**config.mk**
```make
export PLATFORM = sky130hd
export DESIGN_NAME = cae_ctrl
export DESIGN_NICKNAME = d
export VERILOG_FILES = /design/src/rtl/cae_pkg.sv /design/src/rtl/cae_ctrl.sv
export VERILOG_INCLUDE_DIRS = /design/src /design/src/rtl
export SDC_FILE = /design/constraint.sdc
export NUM_CORES = 1
export LEC_CHECK = 0
export ABC_AREA = 1
export BUFFER_PORTS_ARGS = -buffer_cell sky130_fd_sc_hd__buf_2
export CAP_MARGIN = 20
export CORE_AREA = 2 2 39 41
export CTS_BUF_LIST = sky130_fd_sc_hd__clkbuf_4
export CTS_CLUSTER_DIAMETER = 60
export DETAILED_ROUTE_END_ITERATION = 10
export DIE_AREA = 0 0 41 43
export HOLD_SLACK_MARGIN = 0.15
export PLACE_DENSITY = 0.67
export RECOVER_POWER = 100
export SLEW_MARGIN = 15
export SYNTH_ARGS = -nofsm -noshare
export SYNTH_HDL_FRONTEND = slang
export SYNTH_SLANG_ARGS = --single-unit
export TNS_END_PERCENT = 50
```
**constraint.sdc**
```tcl
create_clock -name i_clk -period 2 [get_ports i_clk]
set_clock_uncertainty 0.1 [all_clocks]
set_input_delay 0.1 -clock i_clk [delete_from_list [all_inputs] [get_ports i_clk]]
set_output_delay 0.1 -clock i_clk [all_outputs]
set_load 0.01 [all_outputs]
```
**src/rtl/cluster_axis_extent_top_macros.svh**
```systemverilog
// ----------------------------------------------------------------------------
// Cluster axis extent: assertion macros
// Shared concurrent assertion forms for the cluster axis extent RTL.
// ----------------------------------------------------------------------------
`ifndef CLUSTER_AXIS_EXTENT_TOP_MACROS_SVH
`define CLUSTER_AXIS_EXTENT_TOP_MACROS_SVH

// Same-cycle implication, disabled while reset is asserted
`define CAE_ASSERT_IMP(lbl, clk, rstn, ante, cons, msg) \
    lbl: assert property (@(posedge clk) disable iff (!rstn) (ante) |-> (cons)) \
        else $error(msg);

// Next-cycle implication, disabled while reset is asserted
`define CAE_ASSERT_NXT(lbl, clk, rstn, ante, cons, msg) \
    lbl: assert property (@(posedge clk) disable iff (!rstn) (ante) |=> (cons)) \
        else $error(msg);

`endif

```
**src/rtl/cae_pkg.sv**
```systemverilog
// ----------------------------------------------------------------------------
// Cluster axis extent package
// Widths, register indexes, multiplier ops and controller/datapath types.
// ----------------------------------------------------------------------------
package cae_pkg;

    // Field and accumulator widths
    localparam int COORD_W   = 16;
    localparam int COUNT_W   = 17;
    localparam int SUM_W     = 32;
    localparam int SQ_W      = 47;
    localparam int SQ_LO_W   = 24;
    localparam int PROD_W    = 64;
    localparam int LEN_W     = 16;

    // Default point capacity per cluster
    localparam int MAX_POINTS_DEF = 65536;

    // Mean divider: the quotient always fits 16 bits, so 16 steps suffice
    localparam int DIV_STEPS = 16;

    // Configuration register indexes
    localparam int CFG_IDX_W = 1;
    localparam logic [CFG_IDX_W-1:0] CFG_LENGTH_MIN = 1'b0;
    localparam logic [CFG_IDX_W-1:0] CFG_LENGTH_MAX = 1'b1;

    // Min/max tracker start values
    localparam logic signed [COORD_W-1:0] LOWEST_RST  = 16'sh7FFF;
    localparam logic signed [COORD_W-1:0] HIGHEST_RST = 16'sh8000;

    // Shared multiplier operations, issued in this order
    typedef enum logic [2:0] {
        MUL_NONE,
        MUL_NX_LO,
        MUL_NX_HI,
        MUL_SX,
        MUL_NY_LO,
        MUL_NY_HI,
        MUL_SY
    } t_mul_op;

    localparam int NUM_MUL_OPS = 6;

    // Commands from the controller to the datapath
    typedef struct packed {
        logic    acc_en;
        logic    start;
        logic    div_step;
        t_mul_op mul_op;
        logic    spread_en;
        logic    axis_en;
        logic    out_load;
    } t_dp_cmd;

    // Result register contents
    typedef struct packed {
        logic               is_match;
        logic               along_y;
        logic [LEN_W-1:0]   extent;
        logic [COORD_W-1:0] mean_x;
        logic [COORD_W-1:0] mean_y;
        logic [COORD_W-1:0] mean_z;
        logic [COORD_W-1:0] start_along;
        logic [COORD_W-1:0] end_along;
        logic [COUNT_W-1:0] point_count;
    } t_result;

endpackage

```
**src/rtl/cae_ctrl.sv**
```systemverilog
// ----------------------------------------------------------------------------
// Cluster axis extent controller
// Sequences accumulation, spread/mean evaluation and the result handoff.
// ----------------------------------------------------------------------------
`include "cluster_axis_extent_top_macros.svh"

module cae_ctrl (
    input  logic             i_clk,
    input  logic             i_rst_n,
    input  logic             i_in_valid,
    input  logic             i_final_point,
    output logic             o_in_ready,
    input  logic             i_out_ready,
    output logic             o_out_valid,
    output cae_pkg::t_dp_cmd o_cmd
);

    localparam int STEP_W = $clog2(cae_pkg::DIV_STEPS + 1);
    localparam logic [STEP_W-1:0] STEP_MUL_END = STEP_W'(cae_pkg::NUM_MUL_OPS);
    localparam logic [STEP_W-1:0] STEP_SPREAD  = STEP_W'(cae_pkg::NUM_MUL_OPS + 1);
    localparam logic [STEP_W-1:0] STEP_AXIS    = STEP_W'(cae_pkg::NUM_MUL_OPS + 2);
    localparam logic [STEP_W-1:0] STEP_LAST    = STEP_W'(cae_pkg::DIV_STEPS);

    typedef enum logic [1:0] {
        S_ACCUM,
        S_CALC,
        S_DONE
    } t_state;

    t_state            r_state;
    logic [STEP_W-1:0] r_step;
    logic              r_out_valid;
    logic              w_acc;
    logic              w_calc;

    assign o_in_ready  = (r_state == S_ACCUM);
    assign o_out_valid = r_out_valid;
    assign w_acc       = o_in_ready && i_in_valid;
    assign w_calc      = (r_state == S_CALC);

    // Command decode from state and step
    always_comb begin
        o_cmd.acc_en    = w_acc;
        o_cmd.start     = w_calc && (r_step == '0);
        o_cmd.div_step  = w_calc && (r_step != '0);
        o_cmd.mul_op    = (w_calc && r_step < STEP_MUL_END) ?
                          cae_pkg::t_mul_op'(3'(r_step) + 3'd1) : cae_pkg::MUL_NONE;
        o_cmd.spread_en = w_calc && (r_step == STEP_SPREAD);
        o_cmd.axis_en   = w_calc && (r_step == STEP_AXIS);
        o_cmd.out_load  = (r_state == S_DONE) && (!r_out_valid || i_out_ready);
    end

    // State, step counter and output valid
    always_ff @(posedge i_clk) begin
        if (!i_rst_n) begin
            r_state     <= S_ACCUM;
            r_step      <= '0;
            r_out_valid <= 1'b0;
        end else begin
            if (o_cmd.out_load) begin
                r_out_valid <= 1'b1;
            end else if (i_out_ready) begin
                r_out_valid <= 1'b0;
            end
            unique case (r_state)
                S_ACCUM: begin
                    if (w_acc && i_final_point) begin
                        r_state <= S_CALC;
                        r_step  <= '0;
                    end
                end
                S_CALC: begin
                    if (r_step == STEP_LAST) begin
                        r_state <= S_DONE;
                    end else begin
                        r_step <= r_step + STEP_W'(1);
                    end
                end
                S_DONE: begin
                    if (o_cmd.out_load) r_state <= S_ACCUM;
                end
                default: r_state <= S_ACCUM;
            endcase
        end
    end

    // Checks
    `CAE_ASSERT_NXT(a_final_starts, i_clk, i_rst_n, w_acc && i_final_point, o_cmd.start, "final point did not start evaluation")
    `CAE_ASSERT_NXT(a_final_blocks, i_clk, i_rst_n, w_acc && i_final_point, !o_in_ready, "points accepted after final point")
    `CAE_ASSERT_IMP(a_div_no_points, i_clk, i_rst_n, o_cmd.div_step, !o_cmd.acc_en, "accumulation during division")
    `CAE_ASSERT_NXT(a_load_valid, i_clk, i_rst_n, o_cmd.out_load, o_out_valid, "captured result not presented")

endmodule

```
Word level (Yosys, flattened, before mapping):

Cells that the tools add are included.

* output and inout port bits: 11
* register bits: 8

* multiplexer cells: 10
* add/subtract/negate cells: 2
* reductions and logical operators: 17
* $lt $le $gt $ge: 1
* equal/unequal tests: 9

Operators by type and width (number)
* $mux W5: 2
* $pmux W5 S2: 1
* $logic_and A1 B1 Y1: 8
* $mux W2: 3
* $pmux W2 S3: 1
* $reduce_and A3 Y1: 2
* $add A5 B1 Y5 const B: 1
* $eq A5 B3 Y1 const B: 1
* $eq A5 B4 Y1 const B: 1
* $eq A5 B5 Y1 const B: 1
* $logic_not A5 Y1: 1
* $lt A5 B3 Y1 const B: 1
* $reduce_bool A5 Y1: 1
* $ne A2 B1 Y1 const B: 2
* $ne A2 B2 Y1 const B: 2
* $reduce_bool A2 Y1: 2
* $add A3 B1 Y3 const B: 1
* $mux W3: 1
* $eq A2 B1 Y1 const B: 1
* $eq A2 B2 Y1 const B: 1
* $logic_not A2 Y1: 1
* $mux W1: 2
* $logic_not A1 Y1: 1
* $logic_or A1 B1 Y1: 1

Longest topological paths before layout:

Gate-level depths: netlist (run 1).

* depth after elaboration: 5
* depth in mapped cells: 8
* mapped depth without buffers: 8

Worst setup path before layout (run 1):

OpenSTA, ideal clock, no wires.

* path type: register to register
* from: reg r_step[0]
* to: reg r_step[0]
* buffers on the path: 0
* arrival: 1052 ps
* setup time: 114 ps
* cell stages (with the launch flop): 9
* data required time: 1786 ps
* slack: 734 ps
* cell sequence: dfxtp_1 -> inv_1 -> ha_1 -> nand3_2 -> nand2_4 -> nand2_4 -> nand2_1 -> nand2_1 -> nor2_2

* word-level cells in the longest chain between the ends: 3
* elaborated cells on any way between the ends: 6
* classes of those cells: add/sub: 1; eq/ne: 2; mux: 2; reduce/logical: 1

Ends and longest elaborated chain
* start, declared: RTL line cae_ctrl.sv:31 `logic [STEP_W-1:0] r_step;`
* start signal, assigned: RTL line cae_ctrl.sv:76 `r_step <= r_step + STEP_W'(1);`
* $add A5 B1 Y5 / $eq A5 B5 Y1 (equally long branches): RTL line cae_ctrl.sv:76, cae_ctrl.sv:73
* $mux W5 / $ne A2 B2 Y1 (equally long branches)
* $pmux W5 S2 / $reduce_and A3 Y1 (equally long branches)

Parallel ways exist; a longest one is shown, timed or not. The select of a mux whose other input is x is not followed.
A chain may end at the register's enable or synchronous reset.

Worst setup path after layout (run 1):

* from: reg r_step[0]
* to: reg r_state[1]

* word-level cells in the longest chain between the ends: 3

Ends and longest elaborated chain
* $eq A5 B5 Y1: RTL line cae_ctrl.sv:73 `if (r_step == STEP_LAST) begin`
* $ne A2 B1 Y1 (no line)
* $reduce_and A3 Y1 (no line)
* end signal, assigned: RTL line cae_ctrl.sv:74 `r_state <= S_DONE;`
* end signal, assigned: RTL line cae_ctrl.sv:80 `if (o_cmd.out_load) r_state <= S_ACCUM;`
* end signal, assigned: RTL line cae_ctrl.sv:82 `default: r_state <= S_ACCUM;`
* end, declared: RTL line cae_ctrl.sv:30 `t_state r_state;`

Every way passes these cells.

==> impl_results.md, run 1 <==
* Largest family of logic cells by synthesized area: simple AND/OR/NAND/NOR gates
* WL/cell at around 9.9 um
* Crit path arrival time at roughly 1.7 ns
* Fin crit share at 0.845
* Hold Slack at about 0.47 ns
* Grt ovf at 0
* RR Endpoint: r_state[1]$_SDFFE_PN0P_
* GP Congestion at roughly 0.8
* Mux contribution to synthesized area at 0
* Max incr delay on CP at approximately 0.55 ns
* Clock transition at path regs at roughly 0.060 ns
* Max-cap violations at 0
* Worst R2R Start: r_step[0]$_SDFFE_PN0P_
* Syn avg cell area at between 6 and 7 um^2
* Sink Count at 8
* Die Wd at ~40 um
* Die Footprint at between 1500 and 2000 um^2
* Sequential share of the synthesized area at 0.284
* Slew HR at 0.770
* WS Path Type: reg -> reg
* Mapped Nets at 89
* Crit end category: flip-flop
* Slowest CP cell: dlygate4sd3_1
* Fin. Hold Viols at 0
* Setup bufs post-CTS at 0
* Die Y at between 40 and 50 um
* Synth Warn # at 0
* # hold bufs at CTS at 6
* Core area at ~1400 um^2
* Lkg Pwr at 0.303 nW
* Adder-Cell Fraction of Synth Area at 0.0444
* Post-layout util at 0.497
* H-tree levels at 1
* Simple-gate area share of the yosys netlist at 0.502
* Detailed-route DRC error count at 0
* Setup tns final at 0 ns
* CP Launch Type: flip-flop
* First-pass GRT wire length at around 1900 um
* Xor/xnor cell area share of the yosys netlist at 0
* HP Start: r_step[4]$_SDFFE_PN0P_
* Fin nets at roughly 110
* RSZ-0062 raised after global routing: false
* Status: finished, final reports clean
* Final WL at around 1200 um
* Root Buffer: clkbuf_4
* Syn Inst Count at 82
* Worst Hold End: r_step[4]$_SDFFE_PN0P_
* Yosys top cell by area: dfxtp_1
* Synth cell types at 22
* Synthesized area at ~560 um^2
* Slew Limit Fails at 0
* Worst path cell trace: inv_1 -> ha_1 -> nand4_1 -> a21oi_1 -> dlygate4sd3_1
* Synth area leaders: dfxtp_1 28%, nand2_1 10%, nor2_1 8.7%
* Total CTS buffers at 3
* CTS tree: yes
* Largest net degree at the start of global routing at 10
* Tot GR Track Use at 0.153
* Via density per instance at 4.74
* Synth Area in Compound Gates at 0.0533
* Register-to-Register Setup Slack at 0.31 ns
* Worst path required time at just over 2 ns
* Number of global-route vias before repair at 471
* Yosys reg bits at 8
* Area Growth Syn to Fin at 22.2%
* I/O pins at 16
* Clock latency at the later pin of the worst-skew pair at between 0.2 and 0.3 ns
* Initial core utilization at 0.407
* Row Count at 14
* N_diodes at 0
* # port buffers at 15
* Synth top area share at 0.284
* Filler cell count at 167
* Hold path cells at 2
* Initial antenna violation count at 0
* Setup-failing EPs final at 0
* Final min period at approximately 1.7 ns
* Hold Path Class: reg -> reg
* Drt first pass iters at 4
* Max Buffers Root-to-Sink at 2
* Slew @ Worst Pin at about 0.34 ns
* 1st-iter DRT viols at 8
* Proportion of layout cells with a drive suffix above 1 at 0.183
* HPWL after DPL at just under 900 um
* Worst IR Drop VDD at 295 uV
* Vias after detailed routing at roughly 570
* Post-cts sizing count at 0
* PD cells at approximately 620 nW/um^2
* Reg2Reg Depth at 5
* CP max FO at 6
* DRT antenna net count at 0
* Max Fclk at between 0.5 and 0.6 GHz
[final cells by class]
class	count	area, um^2	share of cell area
multi-input combinational	61	315	0.458
sequential	8	160	0.233
timing repair buffer	21	124	0.180
inverter	11	46.3	0.0673
clock buffer	3	22.5	0.0327
tap	16	20.0	0.0291
[cells in the final DEF (no fill, tap or decap), types with 3 or more instances in the layout]
| cell | count |
|---|---|
| nand2_1 | 18 |
| nor2_1 | 13 |
| nor2_2 | 3 |
| clkbuf_1 | 9 |
| nand4_1 | 3 |
| nand3_1 | 9 |
| inv_1 | 9 |
| dfxtp_1 | 8 |
| buf_2 | 6 |
| dlygate4sd3_1 | 6 |
| clkbuf_4 | 3 |
| a21oi_1 | 3 |
[worst max-delay path: cells and delay by family (launching register included)]
family	cells	cell delay, ns
flip-flops	1	0.41
buffers and inverters	2	0.63
adder cells (fa/ha/maj)	1	0.25
AO/OA/AOI/OAI	1	0.07
AND/OR/NAND/NOR	1	0.11
[synth_stat cells]
cell type and count:
inv_2 1, buf_6 1, o21bai_1 1, a21oi_1 3, nand3_1 8, nand4_1 3
nor3_1 2, nor2_2 3, nor2_4 1, or2_2 1, nand2_1 15, nand2_4 2
ha_1 2, o21a_1 1, nor3b_1 1, nor2_1 13, clkinv_4 1, dfxtp_1 8
buf_4 1, nand2_2 2, nand3_2 3, inv_1 9
[layer usage]
metal,up-vias,global-route usage,routed length [um]
met5,-,0,0
met4,0,0.0200,0
met3,0,0.0785,70
met2,16,0.241,587
met1,250,0.186,529
li1,303,-,-
[power by group]
| group | total (mW) | internal (mW) | switching, mW |
|---|---|---|---|
| registers | 0.188 | 0.170 | 0.0178 |
| clock network | 0.124 | 0.0687 | 0.0557 |
| logic | 0.114 | 0.0464 | 0.0680 |
| total | 0.427 | 0.286 | 0.142 |
[stage by stage]
| step | power, mW | cell area (um^2) | instances | setup slack, ns |
|---|---|---|---|---|
| 6_report | 0.427 | 688 | 120 | 0.309 |
| 5_1_grt | 0.461 | 688 | 120 | 0.191 |
| 4_1_cts | 0.446 | 722 | 120 | 0.318 |
| 3_5_place_dp | 0.309 | 639 | 111 | 0.608 |
| 3_3_place_gp | 0.306 | 639 | 111 | 0.674 |
| 2_1_floorplan | 0.284 | 563 | 82 | 0.734 |
[flip-flops by register name, indices dropped and copies added, names as in the netlist]
signal	count
r_state	2
o_out_valid	1
r_step	5
[kinds of logic (layout without fill, tap and decap cells)]
group                    count (synthesis)  after routing
buffers and inverters                   13             35
adder cells (fa/ha/maj)                  2              2
AND/OR/NAND/NOR                         54             54
AO/OA/AOI/OAI                            5              5
flip-flops                               8              8
[how the worst max path moves through the flow]
stage	endpoint	startpoint	slack [ns]
final	r_state[1]$_SDFFE_PN0P_	r_step[0]$_SDFFE_PN0P_	0.31
after global routing	r_state[1]$_SDFFE_PN0P_	r_step[0]$_SDFFE_PN0P_	0.19
after CTS	r_state[1]$_SDFFE_PN0P_	r_step[0]$_SDFFE_PN0P_	0.32
after detailed placement	r_step[2]$_SDFFE_PN0P_	r_step[0]$_SDFFE_PN0P_	0.61
after global placement	r_step[1]$_SDFFE_PN0P_	r_step[0]$_SDFFE_PN0P_	0.67
after floorplan	r_step[0]$_SDFFE_PN0P_	r_step[0]$_SDFFE_PN0P_	0.73
(Power assumes the default switching activity.)
==> inputs of run 2 (changes only) <==
clock period = 1.6 ns   (was 2 ns; I/O delays follow)
==> impl_results.md, run 2 (synthesis results as in run 1) <==
* Status: finished, final reports clean (unchanged)
* # port buffers at 15 (unchanged)
* DRT antenna net count at 0 (unchanged)
* Sink Count at 8 (unchanged)
* Filler cell count at 147 (was 167)
* WS Path Type: reg -> reg (unchanged)
* Largest reg by FF count: r_step (unchanged)
* CP max FO at 3 (was 6)
* Register share of total power at 0.442 (was 0.441)
* I/O pins at 16 (unchanged)
* Fin nets at 113 (unchanged)
* Slew Limit Fails at 0 (unchanged)
* Worst path cell trace: nor2_2 -> nand3_2 -> dlygate4sd3_1 -> a21oi_1 (was inv_1 -> ha_1 -> nand4_1 -> a21oi_1 -> dlygate4sd3_1)
* Proportion of layout cells with a drive suffix above 1 at 0.317 (was 0.183)
* CP Launch Type: flip-flop (unchanged)
* Non-Filler Instances at 120 (unchanged)
* Max Buffers Root-to-Sink at 2 (unchanged)
* Internal power at 0.365 mW (was 0.286 mW)
* Lkg Pwr at 0.313 nW (was 0.303 nW)
* Die Wd at 41 um (unchanged)
* Hold Path Class: reg -> reg (unchanged)
* Crit end category: flip-flop (unchanged)
* Core area at 1380 um^2 (unchanged)
* Slew @ Worst Pin at 0.230 ns (was 0.345 ns)
* Initial antenna violation count at 0 (unchanged)
* Largest net degree at the start of global routing at 10 (unchanged)
* Via density per instance at 4.79 (was 4.74)
* Placed insts at 111 (unchanged)
* Row Count at 14 (unchanged)
* Slew HR at 0.847 (was 0.770)
* Max Fclk at 0.669 GHz (was 0.591 GHz)
* Drt first pass iters at 3 (was 4)
* Post-route cell area at 716 um^2 (was 688 um^2)
* Pre-CTS setup slack at 0.245 ns (was 0.608 ns)
* Crit path arrival time at 1.57 ns (was 1.73 ns)
* Die Footprint at 1760 um^2 (unchanged)
* Psw at 0.177 mW (was 0.142 mW)
* Most common cell after layout, fill and taps aside: nand2_1 (unchanged)
* H-tree levels at 1 (unchanged)
* 1st-iter DRT viols at 10 (was 8)
* Slowest CP cell: dlygate4sd3_1 (unchanged)
* Hold Slack at 0.443 ns (was 0.474 ns)
* Worst IR Drop VDD at 393 uV (was 295 uV)
* Grt ovf at 0 (unchanged)
* Initial core utilization at 0.407 (unchanged)
* Final min period at 1.49 ns (was 1.69 ns)
* Setup tns final at 0 ns (unchanged)
* Placed cell area at 639 um^2 (unchanged)
* Area Growth Syn to Fin at 27.1% (was 22.2%)
* Final WL at 1180 um (was 1190 um)
* Final Power at 0.542 mW (was 0.427 mW)
* Share of total power in the clock network at 0.279 (was 0.291)
* RSZ-0062 raised after global routing: false (unchanged)
* Clock latency at the later pin of the worst-skew pair at 0.25 ns (about the same)
* Max incr delay on CP at 0.59 ns (was 0.55 ns)
* WL/cell at 9.81 um (was 9.90 um)
* First-pass GRT wire length at 1940 um (was 1860 um)
* Fin. Hold Viols at 0 (unchanged)
* Fin crit share at 0.934 (was 0.845)
* CTS tree: yes (unchanged)
* Worst path required time at 1.68 ns (was 2.04 ns)
* Number of global-route vias before repair at 489 (was 471)
* Vias after detailed routing at 575 (was 569)
* GP Congestion at 0.750 (was 0.787)
* Gate power share at 0.279 (was 0.268)
* N_diodes at 0 (unchanged)
* Post-layout util at 0.517 (was 0.497)
* Tot GR Track Use at 0.165 (was 0.153)
* Clock transition at path regs at 0.05 ns (was 0.06 ns)
* Root Buffer: clkbuf_4 (unchanged)
* Leading cell types in the layout, fill and taps excluded: 16 x nand2_1, 12 x nor2_1, 9 x inv_1, 8 x nand3_1, 8 x buf_2 (was 18 x nand2_1, 13 x nor2_1, 9 x inv_1, 9 x nand3_1, 9 x clkbuf_1)
* Max-cap violations at 0 (unchanged)
* Max reg flops at 5 (unchanged)
* HPWL after DPL at 878 um (was 879 um)
* Detailed-route DRC error count at 0 (unchanged)
* Die Y at 43 um (unchanged)
* Setup-failing EPs final at 0 (unchanged)
* PD cells at 757 nW/um^2 (was 621 nW/um^2)
* Final WS setup at 0.106 ns (was 0.309 ns)
* Total CTS buffers at 3 (unchanged)
* Switch share at 0.327 (was 0.331)
==> run 2: cell count changes in the layout (fill, tap and decap cells not counted), moves of 2 or more <==
cell      before  now
buf_2          6    8
clkbuf_1       9    7
dfxtp_1        8    3
dfxtp_2        0    5
nand2_1       18   16
==> run 2: layer usage <==
layer | up-vias | part of all wire | track usage
met5 | - | 0 | 0
met4 | 0 | 0 | 0.0400
met3 | 0 | 0.064 | 0.0942
met2 | 15 | 0.50 | 0.244
met1 | 251 | 0.44 | 0.201
li1 | 309 | - | -
==> run 2: final timing paths <==
kind | from | slack (ns) | cells past startpoint | endpoint
worst max-delay path | r_state[1]$_SDFFE_PN0P_ | 0.11 | 4 | r_state[0]$_SDFFE_PN0P_
worst min-delay path | r_step[1]$_SDFFE_PN0P_ | 0.44 | 2 | r_step[1]$_SDFFE_PN0P_
worst max register to register | r_state[1]$_SDFFE_PN0P_ | 0.11 | 4 | r_state[0]$_SDFFE_PN0P_
worst min register to register | r_step[1]$_SDFFE_PN0P_ | 0.44 | 2 | r_step[1]$_SDFFE_PN0P_
==> run 2: what timing repair did <==
item / CTS / global route
hold buffers: 5 / 0
gates resized for setup: 0 / 8
endpoints found under the setup margin: 0 / 5
endpoints found under the hold margin: 8 / 0
setup buffers: 0 / 1
==> run 2: critical path, delay by kind of cell, from the launching register on <==
family                 cells  cell delay, ns
DFF                        1            0.33
and+or+nand+nor            2            0.26
AOI/OAI and AO/OA          1            0.14
buffers and inverters      1            0.59
==> run 2: cell type report <==
class | count | area, um^2 | share of cell area
Clock buffer | 3 | 22.5 | 0.0315
Inverter | 11 | 46.3 | 0.0647
Multi-Input combinational cell | 61 | 339 | 0.474
Sequential cell | 8 | 166 | 0.233
Tap cell | 16 | 20.0 | 0.0280
Timing Repair Buffer | 21 | 121 | 0.170
==> run 2: power by group through the flow <==
stage	Sequential [mW]	Clock [mW]	Combinational, mW
2_1_floorplan	0.230	0	0.125
3_3_place_gp	0.239	0	0.143
3_5_place_dp	0.240	0	0.145
4_1_cts	0.236	0.160	0.155
5_1_grt	0.242	0.178	0.174
6_report	0.239	0.151	0.151
==> inputs of run 3 (changes only) <==
RECOVER_POWER = 25   (was 100)
==> impl_results.md, run 3 (synthesis results as in run 1) <==
* Critical path startpoint: r_step[0]$_SDFFE_PN0P_ (was r_state[1]$_SDFFE_PN0P_)
* Largest reg by FF count: r_step (unchanged)
* Clock transition at path regs at 0.05 ns (about the same)
* Max Fclk at 0.666 GHz (was 0.669 GHz)
* Fin nets at 113 (unchanged)
* CP Launch Type: flip-flop (unchanged)
* PD cells at 750 nW/um^2 (was 757 nW/um^2)
* CTS tree: yes (unchanged)
* Final min period at 1.50 ns (was 1.49 ns)
* Area Growth Syn to Fin at 30.0% (was 27.1%)
* Register-to-Register Setup Slack at 0.11 ns (about the same)
* Final WS setup at 0.0979 ns (was 0.106 ns)
* Filler cell count at 147 (unchanged)
* Switch share at 0.326 (was 0.327)
* Family with the most delay on the worst path: simple AND/OR/NAND/NOR gates (was buffers and inverters)
* Pre-CTS setup slack at 0.245 ns (unchanged)
* Die Footprint at 1760 um^2 (unchanged)
* Hold Path Class: reg -> reg (unchanged)
* Psw at 0.179 mW (was 0.177 mW)
* Max reg flops at 5 (unchanged)
* Die Y at 43 um (unchanged)
* Hold path cells at 2 (unchanged)
* HP Start: r_step[1]$_SDFFE_PN0P_ (unchanged)
* Initial core utilization at 0.407 (unchanged)
* Leading cell types in the layout, fill and taps excluded: 15 x nand2_1, 13 x buf_2, 12 x nor2_1, 9 x inv_1, 8 x nand3_1 (was 16 x nand2_1, 12 x nor2_1, 9 x inv_1, 8 x nand3_1, 8 x buf_2)
* Max incr delay on CP at 0.34 ns (was 0.59 ns)
* Total CTS buffers at 3 (unchanged)
* DRT antenna net count at 0 (unchanged)
* Setup tns final at 0 ns (unchanged)
* Post-layout util at 0.529 (was 0.517)
* Worst R2R Start: r_state[1]$_SDFFE_PN0P_ (unchanged)
* Drt first pass iters at 3 (unchanged)
* CP max FO at 6 (was 3)
* Share of total power in the clock network at 0.275 (was 0.279)
* Max-cap violations at 0 (unchanged)
* Slew HR at 0.847 (about the same)
* Slowest CP cell: dfxtp_2 (was dlygate4sd3_1)
* Reg2Reg Depth at 4 (unchanged)
* Slew Limit Fails at 0 (unchanged)
* RSZ-0062 raised after global routing: false (unchanged)
* RR Endpoint: r_state[0]$_SDFFE_PN0P_ (unchanged)
* # port buffers at 15 (unchanged)
* Core area at 1380 um^2 (unchanged)
* Final WL at 1170 um (was 1180 um)
* Crit path arrival time at 1.32 ns (was 1.57 ns)
* Worst Path Buf+Inv at 1 (unchanged)
* Worst Hold End: r_step[1]$_SDFFE_PN0P_ (unchanged)
* GP Congestion at 0.750 (unchanged)
* Grt ovf at 0 (unchanged)
* Number of global-route vias before repair at 489 (unchanged)
* Post-route cell area at 732 um^2 (was 716 um^2)
* Detailed-route DRC error count at 0 (unchanged)
* Proportion of layout cells with a drive suffix above 1 at 0.375 (was 0.317)
* Fin crit share at 0.939 (was 0.934)
* Status: finished, final reports clean (unchanged)
* Most common cell after layout, fill and taps aside: nand2_1 (unchanged)
* Vias after detailed routing at 574 (was 575)
* Max Buffers Root-to-Sink at 2 (unchanged)
* Crit end category: output port (was flip-flop)
* Worst IR Drop VDD at 393 uV (about the same)
* Lkg Pwr at 0.336 nW (was 0.313 nW)
* Tot GR Track Use at 0.165 (unchanged)
* Via density per instance at 4.78 (was 4.79)
* Hold Slack at 0.442 ns (was 0.443 ns)
* Largest net degree at the start of global routing at 10 (unchanged)
* I/O pins at 16 (unchanged)
* Placed cell area at 639 um^2 (unchanged)
* Die Wd at 41 um (unchanged)
* Sink Count at 8 (unchanged)
* Gate power share at 0.288 (was 0.279)
* Root Buffer: clkbuf_4 (unchanged)
* Slew @ Worst Pin at 0.230 ns (about the same)
* Worst path cell trace: ha_2 -> or2_2 -> nand2_1 -> nor2_1 -> buf_2 (was nor2_2 -> nand3_2 -> dlygate4sd3_1 -> a21oi_1)
* H-tree levels at 1 (unchanged)
* Clock latency at the later pin of the worst-skew pair at 0.25 ns (about the same)
* WL/cell at 9.75 um (was 9.81 um)
* Internal power at 0.370 mW (was 0.365 mW)
* Worst path required time at 1.42 ns (was 1.68 ns)
* 1st-iter DRT viols at 11 (was 10)
* First-pass GRT wire length at 1940 um (unchanged)
* Fin. Hold Viols at 0 (unchanged)
* Setup-failing EPs final at 0 (unchanged)
* WS Path Type: reg -> out (was reg -> reg)
* Row Count at 14 (unchanged)
* Initial antenna violation count at 0 (unchanged)
* N_diodes at 0 (unchanged)
* Register share of total power at 0.436 (was 0.442)
* HPWL after DPL at 878 um (unchanged)
==> run 3: layout make-up <==
class                      count  area (um^2)  share of cell area
multi-input combinational     61          347               0.474
sequential                     8          166               0.227
timing repair buffer          21          130               0.178
inverter                      11         46.3              0.0632
clock buffer                   3         22.5              0.0308
tap                           16         20.0              0.0274
==> run 3: timing repair <==
item / CTS / global route
endpoints found under the setup margin: 0 / 5
gates resized for setup: 0 / 8
buffers inserted: 0 / 1
hold buffers: 5 / 0
endpoints found under the hold margin: 8 / 0
==> run 3: power groups by stage <==
stage / logic (mW) / clock network, mW / registers [mW]
final: 0.158 / 0.151 / 0.239
after global routing: 0.181 / 0.178 / 0.242
after CTS: 0.155 / 0.160 / 0.236
after detailed placement: 0.145 / 0 / 0.240
after global placement: 0.143 / 0 / 0.239
after floorplan: 0.125 / 0 / 0.230
==> run 3: worst max-delay path by stage <==
stage / end / slack (ns) / depth (start not counted)
after CTS: o_cmd[5] / 0.009 / 5
after global placement: r_step[0]$_SDFFE_PN0P_ / 0.27 / 8
after global routing: o_cmd[3] / 0.02 / 7
after detailed placement: r_step[2]$_SDFFE_PN0P_ / 0.25 / 8
after floorplan: r_step[0]$_SDFFE_PN0P_ / 0.33 / 8
final: o_cmd[5] / 0.1 / 5
==> run 3: worst min-delay path, delay by kind of cell, from the launching register on <==
| kind | cells | cell delay, ns |
|---|---|---|
| and+or+nand+nor | 2 | 0.14 |
| DFF | 1 | 0.36 |
==> run 3: through the flow <==
stage          instances  power, mW
6_report             120      0.549
5_1_grt              120      0.601
4_1_cts              119      0.552
3_3_place_gp         111      0.383
3_5_place_dp         111      0.385
2_1_floorplan         82      0.355
==> run 3: layer usage <==
metal / share of wire / vias up / track usage
met5: 0 / - / 0
met4: 0 / 0 / 0.0400
met3: 0.064 / 0 / 0.0942
met2: 0.50 / 15 / 0.244
met1: 0.43 / 250 / 0.201
li1: - / 309 / -
